$ cat config.mk
export PLATFORM = sky130hd
export DESIGN_NAME = lwes_ctrl
export DESIGN_NICKNAME = d
export VERILOG_FILES = /design/src/rtl/lwes_pkg.sv /design/src/rtl/lwes_ctrl.sv
export SDC_FILE = /design/constraint.sdc
export NUM_CORES = 1
export LEC_CHECK = 0
export ABC_AREA = 1
export ABC_CLOCK_PERIOD_IN_PS = 1700
export BUFFER_PORTS_ARGS = -buffer_cell sky130_fd_sc_hd__buf_2
export CAP_MARGIN = 15
export CORE_MARGIN = 1
export CORE_UTILIZATION = 52
export CTS_BUF_LIST = sky130_fd_sc_hd__clkbuf_2
export DETAILED_ROUTE_END_ITERATION = 10
export PLACE_DENSITY = 0.77
export SETUP_SLACK_MARGIN = 0.4
export SYNTH_ARGS = -nofsm -noshare
export SYNTH_HDL_FRONTEND = slang
export SYNTH_SLANG_ARGS = --single-unit
export TNS_END_PERCENT = 5
$ cat constraint.sdc
create_clock -name clk -period 1.7 [get_ports clk]
set_input_delay 0.085 -clock clk [delete_from_list [all_inputs] [get_ports clk]]
set_output_delay 0.085 -clock clk [all_outputs]
set_load 0.01 [all_outputs]
$ cat src/rtl/lwes_pkg.sv
// shared constants, types and the arctangent table for the wave elevation synthesizer
// no dependencies
package lwes_pkg;

  localparam int MAX_COMPONENTS = 64;
  localparam int CORDIC_ITERS   = 24;

  localparam int IDX_W  = (MAX_COMPONENTS > 1) ? $clog2(MAX_COMPONENTS) : 1;
  localparam int CNT_W  = $clog2(MAX_COMPONENTS + 1);
  localparam int ITER_W = (CORDIC_ITERS > 1) ? $clog2(CORDIC_ITERS) : 1;

  localparam int CFG_IDX_W = 2;
  localparam int CFG_DAT_W = 18;
  localparam int ACT_W     = 7;
  localparam int OUT_W     = 40;
  localparam int ACC_W     = 48;

  localparam logic signed [33:0] CORDIC_START = 34'sd652032874;
  localparam logic [18:0] TWO_PI_Q16 = 19'd411775;

  localparam logic [31:0] ATAN_TURNS [32] = '{
    32'h20000000, 32'h12E4051E, 32'h09FB385B, 32'h051111D4,
    32'h028B0D43, 32'h0145D7E1, 32'h00A2F61E, 32'h00517C55,
    32'h0028BE53, 32'h00145F2F, 32'h000A2F98, 32'h000517CC,
    32'h00028BE6, 32'h000145F3, 32'h0000A2F9, 32'h0000517C,
    32'h000028BE, 32'h0000145F, 32'h00000A2F, 32'h00000517,
    32'h0000028B, 32'h00000145, 32'h000000A2, 32'h00000051,
    32'h00000028, 32'h00000014, 32'h0000000A, 32'h00000005,
    32'h00000002, 32'h00000001, 32'h00000000, 32'h00000000
  };

  typedef enum logic [CFG_IDX_W-1:0] {
    CFG_DIR_COS = 2'd0,
    CFG_DIR_SIN = 2'd1,
    CFG_ACTIVE  = 2'd2
  } cfg_idx_t;

  typedef enum logic {
    MODE_LOAD = 1'b0,
    MODE_EVAL = 1'b1
  } mode_t;

  typedef struct packed {
    logic              cap;
    logic              wr;
    logic              xsum;
    logic              p1;
    logic              p2;
    logic              cinit;
    logic              citer;
    logic              rot;
    logic              mul;
    logic              acc;
    logic              oload;
    logic [ITER_W-1:0] iter;
    logic [IDX_W-1:0]  addr;
  } cmd_t;

  typedef struct packed {
    logic [CNT_W-1:0] n_act;
  } status_t;

  function automatic logic [31:0] atan_at(input logic [ITER_W-1:0] i);
    return ATAN_TURNS[i];
  endfunction

endpackage

$ cat src/rtl/lwes_ctrl.sv
// controller: sequences components through the datapath and owns the handshakes
// depends on lwes_pkg
module lwes_ctrl (
  input  logic                clk,
  input  logic                rst_n,
  input  logic                in_valid,
  input  logic                in_mode,
  output logic                in_ready,
  output logic                out_valid,
  input  logic                out_ready,
  input  lwes_pkg::status_t   status,
  output lwes_pkg::cmd_t      cmd
);
  import lwes_pkg::*;

  typedef enum logic [3:0] {
    S_IDLE, S_XMUL, S_XSUM, S_RD, S_P1, S_P2, S_CINIT, S_CORD, S_ROT, S_MUL, S_ACC, S_FIN
  } state_t;

  state_t            state_r, state_nxt;
  logic [CNT_W-1:0]  comp_r, comp_nxt;
  logic [ITER_W-1:0] iter_r, iter_nxt;
  logic              out_valid_r, out_valid_nxt;
  logic              acc_in, fin_go;

  assign in_ready  = (state_r == S_IDLE);
  assign out_valid = out_valid_r;
  assign acc_in    = in_valid && in_ready;
  assign fin_go    = (state_r == S_FIN) && (!out_valid_r || out_ready);

  always_comb begin
    state_nxt     = state_r;
    comp_nxt      = comp_r;
    iter_nxt      = iter_r;
    out_valid_nxt = out_valid_r;
    if (out_valid_r && out_ready) out_valid_nxt = 1'b0;
    unique case (state_r)
      S_IDLE: begin
        if (acc_in && mode_t'(in_mode) == MODE_EVAL) state_nxt = S_XMUL;
      end
      S_XMUL: state_nxt = S_XSUM;
      S_XSUM: begin
        comp_nxt  = '0;
        state_nxt = (status.n_act == '0) ? S_FIN : S_RD;
      end
      S_RD:    state_nxt = S_P1;
      S_P1:    state_nxt = S_P2;
      S_P2:    state_nxt = S_CINIT;
      S_CINIT: begin
        iter_nxt  = '0;
        state_nxt = S_CORD;
      end
      S_CORD: begin
        iter_nxt = iter_r + ITER_W'(1);
        if (int'(iter_r) == CORDIC_ITERS - 1) state_nxt = S_ROT;
      end
      S_ROT: state_nxt = S_MUL;
      S_MUL: state_nxt = S_ACC;
      S_ACC: begin
        comp_nxt  = comp_r + CNT_W'(1);
        state_nxt = (comp_r + CNT_W'(1) == status.n_act) ? S_FIN : S_RD;
      end
      S_FIN: begin
        if (fin_go) begin
          out_valid_nxt = 1'b1;
          state_nxt     = S_IDLE;
        end
      end
      default: state_nxt = S_IDLE;
    endcase
  end

  always_comb begin
    cmd       = '0;
    cmd.cap   = acc_in && mode_t'(in_mode) == MODE_EVAL;
    cmd.wr    = acc_in && mode_t'(in_mode) == MODE_LOAD;
    cmd.xsum  = (state_r == S_XSUM);
    cmd.p1    = (state_r == S_P1);
    cmd.p2    = (state_r == S_P2);
    cmd.cinit = (state_r == S_CINIT);
    cmd.citer = (state_r == S_CORD);
    cmd.rot   = (state_r == S_ROT);
    cmd.mul   = (state_r == S_MUL);
    cmd.acc   = (state_r == S_ACC);
    cmd.oload = fin_go;
    cmd.iter  = iter_r;
    cmd.addr  = comp_r[IDX_W-1:0];
  end

  always_ff @(posedge clk) begin
    if (!rst_n) begin
      state_r     <= S_IDLE;
      comp_r      <= '0;
      iter_r      <= '0;
      out_valid_r <= 1'b0;
    end else begin
      state_r     <= state_nxt;
      comp_r      <= comp_nxt;
      iter_r      <= iter_nxt;
      out_valid_r <= out_valid_nxt;
    end
  end

endmodule

==> out/results.md, run 1 <==
• area delta synth->final: 24.1%
• setup slack on the worst flop-to-flop path: 0.25 ns
• max-slew violations: 0
• hold wc startpoint: rst_n
• maximum capacitance violations: 0
• internal power component: 594 uW
• Antenna Violating Nets Remaining: 0
• die outline width: 48.8 um
• number of failing setup endpoints in the final timing report: 0
• first-pass GRT wire length: 4680 um
• R2R Path Start: comp_r[1]
• Max FO, Critical Path: 5
• worst min-delay path endpoint: comp_r[0]
• CTS clock-pin slew for the worst setup and hold paths: 0.19 ns
• buffer cell driving the clock tree root: sky130_fd_sc_hd__clkbuf_2
• vias in the first global route: 1162
• worst skew pair latency: 0.31 ns
• hold slack: 0.0286 ns
• HP Class: in2reg
• power density cells: 693 mW/mm^2
• netlist area before placement: 0.00114 sq mm
• net count of the mapped netlist: 198
• number of antenna violations at the first check in global routing: 0
• result of the run: finished clean
• Total Nets Final: 235
• CTS buffer count: 3
• Hold Path Stages: 3
• RSZ-0062 raised after global routing: yes
• total inserted antenna cells: 0
• total wire length after detailed routing: 2710 um
• headroom to the max-slew limit: 69.6%
• worst clock skew: 0.00506 ns
• shortest period the worst path allows: 1.45 ns
• Seq cells post-synth: 17
• final sum of negative setup slack: 0 ns
• residual DRC count: 0
• total overflow reported by the global router: 0
• type of destination of the critical path: flip-flop
• worst reg-to-reg path cell count: 13
• top-area cell type share of the netlist area: 29.9%
• number of rows created at floorplan: 16
• combined global-route utilization of all metal layers: 25.2%
• maximum number of pins on one net before global-route repair: 14
• Startpoint Class: flip-flop
• detailed-route vias per instance: 5.14
• final count of hold timing violations: 0
• CTS tree: built
• sequential element share of the synthesized area: 29.9%
• part of the power in registers: 46.8%
• combinational group share of total power: 32.6%
• number of sinks driven by the clock tree: 17
• final HPWL from detailed placement: 2040 um
• maximum VDD drop: 0.000451 V
• Worst EP arrival: 1.70 ns
• warnings from Yosys: 0
• drt initial violations: 18
• share of the cycle needed by the critical path after routing: 85.2%
• die boundary height: 48.8 um
• number of distinct standard cells referenced by the synthesized netlist: 27
• synthesized area per cell: 6.19 sq um
• slew at the pin closest to its max-slew limit: 0.456 ns
• Clk pwr share: 20.6%
• fraction of power spent switching nets: 39.4%
• Die Outline Area: 0.00238 sq mm
• reg2reg end: state_r[3]
• Static Leak: 0.675 nW
• buffer levels on the longest clock path: 2
• Yosys top cell by area: sky130_fd_sc_hd__dfxtp_1
• Vias: 1270
• port buffer count: 35
• number of levels in the clock H-tree: 1
• post-cts hold buffer count: 0
• Placer Congestion: 0.924
• category of the most critical setup path: reg2reg
• share of cells above drive strength 1: 32.7%
• Req. time, crit path: 1.95 ns
• Top Ports: 36
• Core Box Area: 0.00200 sq mm
• Psw: 386 uW
• cells taking the most area after synthesis: sky130_fd_sc_hd__dfxtp_1, sky130_fd_sc_hd__nand2_1, sky130_fd_sc_hd__inv_1
• post-synthesis instance total: 184
• DRT Pass-1 Iters: 4
• drt wl/cell: 11.0 um
• effective utilization at floorplan: 56.9%
• maximum achievable frequency: 0.690 GHz
[kinds of logic after synthesis]
family          count (synthesis)  share of synthesized area (%)
xor+xnor                        2                           1.54
fa+ha+maj                       2                           2.20
flops                          17                           29.9
compound gates                 26                           12.4
simple gates                  103                           40.4
buf+inv                        34                           13.6
[flip-flops by register name (all words and copies together), names as in the netlist]
name / cells
state_r: 4
out_valid: 1
comp_r: 7
iter_r: 5
[cell type report]
class / instances / area, sq um
Multi-Input combinational cell: 133 / 691
Fill cell: 185 / 587
Sequential cell: 17 / 358
Timing Repair Buffer: 40 / 213
Inverter: 26 / 97.6
Tap cell: 27 / 33.8
Clock buffer: 3 / 15.0
Clock inverter: 1 / 7.51
[cell usage after synthesis, drive strengths merged]
master and n:
a21o 1, a21oi 14, a31oi 2, and3 1
buf 8, dfxtp 17, ha 2, inv 26
nand2 54, nand3 12, nand3b 3, nand4 1
nor2 26, nor3 4, nor4 2, o21ai 8
o31ai 1, xnor2 1, xor2 1
[how the worst max path moves through the flow]
stage	start	to	slack [ns]	cells past startpoint
finish	comp_r[1]	state_r[3]	0.25	13
floorplan	comp_r[1]	state_r[3]	0.40	13
global route	comp_r[0]	state_r[3]	0.12	13
global placement	comp_r[1]	state_r[3]	0.28	13
detailed placement	comp_r[2]	state_r[3]	0.26	12
CTS	comp_r[1]	state_r[3]	0.25	13
[power by group through the flow]
stage	logic (mW)	clock network, mW	registers, mW
floorplan	0.210	0	0.457
global placement	0.310	0	0.465
detailed placement	0.313	0	0.464
CTS	0.314	0.210	0.458
global route	0.362	0.221	0.462
finish	0.320	0.202	0.459
[what timing repair did]
| item | CTS | global route |
|---|---|---|
| buffers inserted | 4 | 0 |
| endpoints found under the setup margin | 22 | 27 |
| resized for setup | 7 | 3 |
| pin swaps | 2 | 1 |
[metrics by stage]
| step | std cells | setup WS [ns] | cell area, sq um | power, mW | util [%] |
|---|---|---|---|---|---|
| 3_3_place_gp | 239 | 0.283 | 1330 | 0.776 | 66.6 |
| 5_1_grt | 247 | 0.118 | 1420 | 1.05 | 70.7 |
| 6_report | 247 | 0.251 | 1420 | 0.980 | 70.7 |
| 2_1_floorplan | 184 | 0.400 | 1170 | 0.667 | - |
| 3_5_place_dp | 239 | 0.257 | 1330 | 0.777 | 66.6 |
| 4_1_cts | 247 | 0.251 | 1410 | 0.982 | 70.2 |
[cell usage in the layout (no fill, tap or decap)]
cell and n:
sky130_fd_sc_hd__nand2_1 47, sky130_fd_sc_hd__buf_2 35, sky130_fd_sc_hd__nor2_1 22, sky130_fd_sc_hd__inv_1 22, sky130_fd_sc_hd__a21oi_1 13, sky130_fd_sc_hd__nand3_1 11, sky130_fd_sc_hd__dfxtp_1 9, sky130_fd_sc_hd__nand2_2 6
sky130_fd_sc_hd__o21ai_0 6, sky130_fd_sc_hd__dfxtp_2 5, sky130_fd_sc_hd__buf_4 5, sky130_fd_sc_hd__inv_2 4, sky130_fd_sc_hd__nand3b_1 3, sky130_fd_sc_hd__nor3_1 3, sky130_fd_sc_hd__clkbuf_2 3, sky130_fd_sc_hd__dfxtp_4 3
sky130_fd_sc_hd__nor2_4 2, sky130_fd_sc_hd__nor2_2 2, sky130_fd_sc_hd__o21ai_1 2, sky130_fd_sc_hd__nor4_1 2, sky130_fd_sc_hd__a31oi_1 2, sky130_fd_sc_hd__nor3_2 1, sky130_fd_sc_hd__nand2_4 1, sky130_fd_sc_hd__xor2_1 1
sky130_fd_sc_hd__xnor2_1 1, sky130_fd_sc_hd__nand3_2 1, sky130_fd_sc_hd__o31ai_4 1, sky130_fd_sc_hd__a21oi_2 1, sky130_fd_sc_hd__nand4_1 1, sky130_fd_sc_hd__a21o_1 1, sky130_fd_sc_hd__and3_1 1, sky130_fd_sc_hd__ha_4 1
sky130_fd_sc_hd__ha_1 1, sky130_fd_sc_hd__clkinvlp_4 1
[per-layer routing]
layer  up-vias  track usage [%]  wire length, um
li1        660                -                -
met1       567             29.0             1200
met2        39             44.9             1340
met3         4             5.61              136
met4         0             9.80               28
met5         -                0                0
[critical path, cell delays in order (launching register included)]
cell	delay, ns
sky130_fd_sc_hd__dfxtp_4	0.41
sky130_fd_sc_hd__ha_4	0.15
sky130_fd_sc_hd__nand2_4	0.07
sky130_fd_sc_hd__nor2_4	0.10
sky130_fd_sc_hd__nand2_1	0.07
sky130_fd_sc_hd__nand2_2	0.07
sky130_fd_sc_hd__nand2_1	0.05
sky130_fd_sc_hd__nand2_1	0.05
sky130_fd_sc_hd__nand2_1	0.04
sky130_fd_sc_hd__nor2_1	0.09
sky130_fd_sc_hd__nand2_1	0.05
sky130_fd_sc_hd__nand2_1	0.06
sky130_fd_sc_hd__nand2_1	0.06
sky130_fd_sc_hd__a21oi_2	0.10
Power figures use the tool's default switching activity.
==> run 2, diff against run 1 <==
==> constraint.sdc (replaced) <==
create_clock -name clk -period 1.7 [get_ports clk]
set_input_delay 0.34 -clock clk [delete_from_list [all_inputs] [get_ports clk]]
set_output_delay 0.34 -clock clk [all_outputs]
set_load 0.01 [all_outputs]
==> out/results.md, run 2 (synthesis gave the netlist of run 1 again) <==
• number of failing setup endpoints in the final timing report: 0
• total wire length after detailed routing: 3300 um
• worst skew pair latency: 0.31 ns
• flip-flop count of the largest register, all copies and words added: 7
• Regs by FF count: comp_r: 7 flops, iter_r: 5 flops, state_r: 4 flops
• vias in the first global route: 1292
• dpl ws: 0.221 ns
• DP Cell Count: 240
• Psw: 507 uW
• first-pass GRT wire length: 5200 um
• fraction of power spent switching nets: 40.6%
• share of the cycle needed by the critical path after routing: 97.4%
• detailed-route vias per instance: 5.33
• type of destination of the critical path: primary output
• residual DRC count: 0
• buffer cell driving the clock tree root: sky130_fd_sc_hd__clkbuf_2
• Startpoint Class: flip-flop
• share of cells above drive strength 1: 39.3%
• number of rows created at floorplan: 16
• combinational group share of total power: 47.2%
• CTS buffer count: 3
• most prevalent standard cell on the critical path: sky130_fd_sc_hd__nor2_4
• final HPWL from detailed placement: 2120 um
• Total Nets Final: 244
• Worst EP arrival: 1.32 ns
• Static Leak: 0.735 nW
• drt wl/cell: 12.9 um
• dpl cell area: 0.00134 sq mm
• number of sinks driven by the clock tree: 17
• die outline width: 48.8 um
• number of cells in the finished layout apart from fillers: 256
• max-slew violations: 0
• maximum VDD drop: 0.000608 V
• commonest cells after routing, fill and taps aside: sky130_fd_sc_hd__nand2_1, sky130_fd_sc_hd__buf_2, sky130_fd_sc_hd__inv_1, sky130_fd_sc_hd__nor2_1
• maximum achievable frequency: 0.604 GHz
• part of the power in registers: 37.4%
• most common cell after layout, fill and taps aside: sky130_fd_sc_hd__nand2_1
• Clk pwr share: 15.4%
• RSZ-0062 raised after global routing: yes
• drt initial violations: 38
• Core Box Area: 0.00200 sq mm
• buffer levels on the longest clock path: 2
• final worst setup slack: 0.0434 ns
• number of levels in the clock H-tree: 1
• Vias: 1364
• post-route design area: 0.00153 sq mm
• total inserted antenna cells: 0
• result of the run: finished clean
• category of the most critical setup path: reg2out
• worst clock skew: 0.00454 ns
• total overflow reported by the global router: 0
• Top reg by flops: comp_r
• slowest stage delay, CP: 0.40 ns
• CTS clock-pin slew for the worst setup and hold paths: 0.18 ns
• Die Outline Area: 0.00238 sq mm
• slew at the pin closest to its max-slew limit: 0.518 ns
• Antenna Violating Nets Remaining: 0
• Top Ports: 36
• family with the most delay on the worst path: flip-flops
• shortest period the worst path allows: 1.66 ns
• headroom to the max-slew limit: 65.4%
• total buffers and inverters traversed by the critical path: 2
• HP Class: in2reg
• DRT Pass-1 Iters: 4
• fillers: 156
• total power after layout: 1.25 mW
• effective utilization at floorplan: 56.9%
• Req. time, crit path: 1.36 ns
• CTS tree: built
• maximum number of pins on one net before global-route repair: 14
• port buffer count: 35
• final count of hold timing violations: 0
• number of antenna violations at the first check in global routing: 0
• Max FO, Critical Path: 3
• Placer Congestion: 0.919
• sequential cell area: 364 sq um
• Cell Chain, Critical Path: nor2_4, nand2_2, inv_2, nand2_4, nor2_4, buf_6
• internal power component: 742 uW
• critical-path cell with the highest stage delay: sky130_fd_sc_hd__dfxtp_4
• power density cells: 815 mW/mm^2
• die boundary height: 48.8 um
• maximum capacitance violations: 0
• area delta synth->final: 34.4%
• multi-input logic area: 717 sq um
• combined global-route utilization of all metal layers: 27.8%
[run 2: worst paths after layout]
path	slack, ns	cells past startpoint	endpoint	start
worst max-delay path	0.04	6	cmd[20]	state_r[0]
worst min-delay path	0.30	3	comp_r[0]	rst_n
worst max register to register	0.07	12	state_r[0]	state_r[2]
worst min register to register	0.50	2	comp_r[6]	comp_r[6]
[run 2: worst min-delay path, delay by kind of cell]
| kind | cells | cell delay [ns] |
|---|---|---|
| AO/OA/AOI/OAI | 2 | 0.11 |
| buffers and inverters | 1 | 0.13 |
[run 2: metal layers]
metal | up-vias | track usage (%) | part of all wire, %
li1 | 672 | - | -
met1 | 613 | 32.1 | 43
met2 | 61 | 49.1 | 48
met3 | 18 | 4.67 | 5.7
met4 | 0 | 14.2 | 2.8
met5 | - | 0 | 0
[run 2: power by group through the flow]
stage / combinational (mW) / sequential (mW) / clock (mW)
floorplan: 0.210 / 0.457 / 0
global placement: 0.310 / 0.465 / 0
detailed placement: 0.315 / 0.465 / 0
CTS: 0.468 / 0.468 / 0.196
global route: 0.621 / 0.469 / 0.221
finish: 0.589 / 0.467 / 0.193
[run 2: layout make-up]
cell class                 count  area share (%)
clock buffer                   3           0.980
inverter                      26            6.54
sequential                    17            23.8
clock inverter                 1           0.327
timing repair buffer          49            19.4
tap                           27            2.21
multi-input combinational    133            46.8
[run 2: per-stage QoR]
| stage | TNS, ns | utilization, % | hold WS, ns |
|---|---|---|---|
| final | 0 | 76.5 | 0.295 |
| after global routing | -0.0708 | 76.5 | 0.274 |
| after CTS | 0 | 73.9 | 0.280 |
| after detailed placement | 0 | 67.0 | 0.482 |
| after global placement | 0 | 67.0 | 0.466 |
| after floorplan | 0 | - | 0.459 |
[run 2: what timing repair did]
action | in CTS | in global routing
gates resized for setup | 16 | 11
endpoints found under the setup margin | 23 | 33
hold buffers | 0 | 0
buffers inserted | 11 | 1
pin swaps | 5 | 6
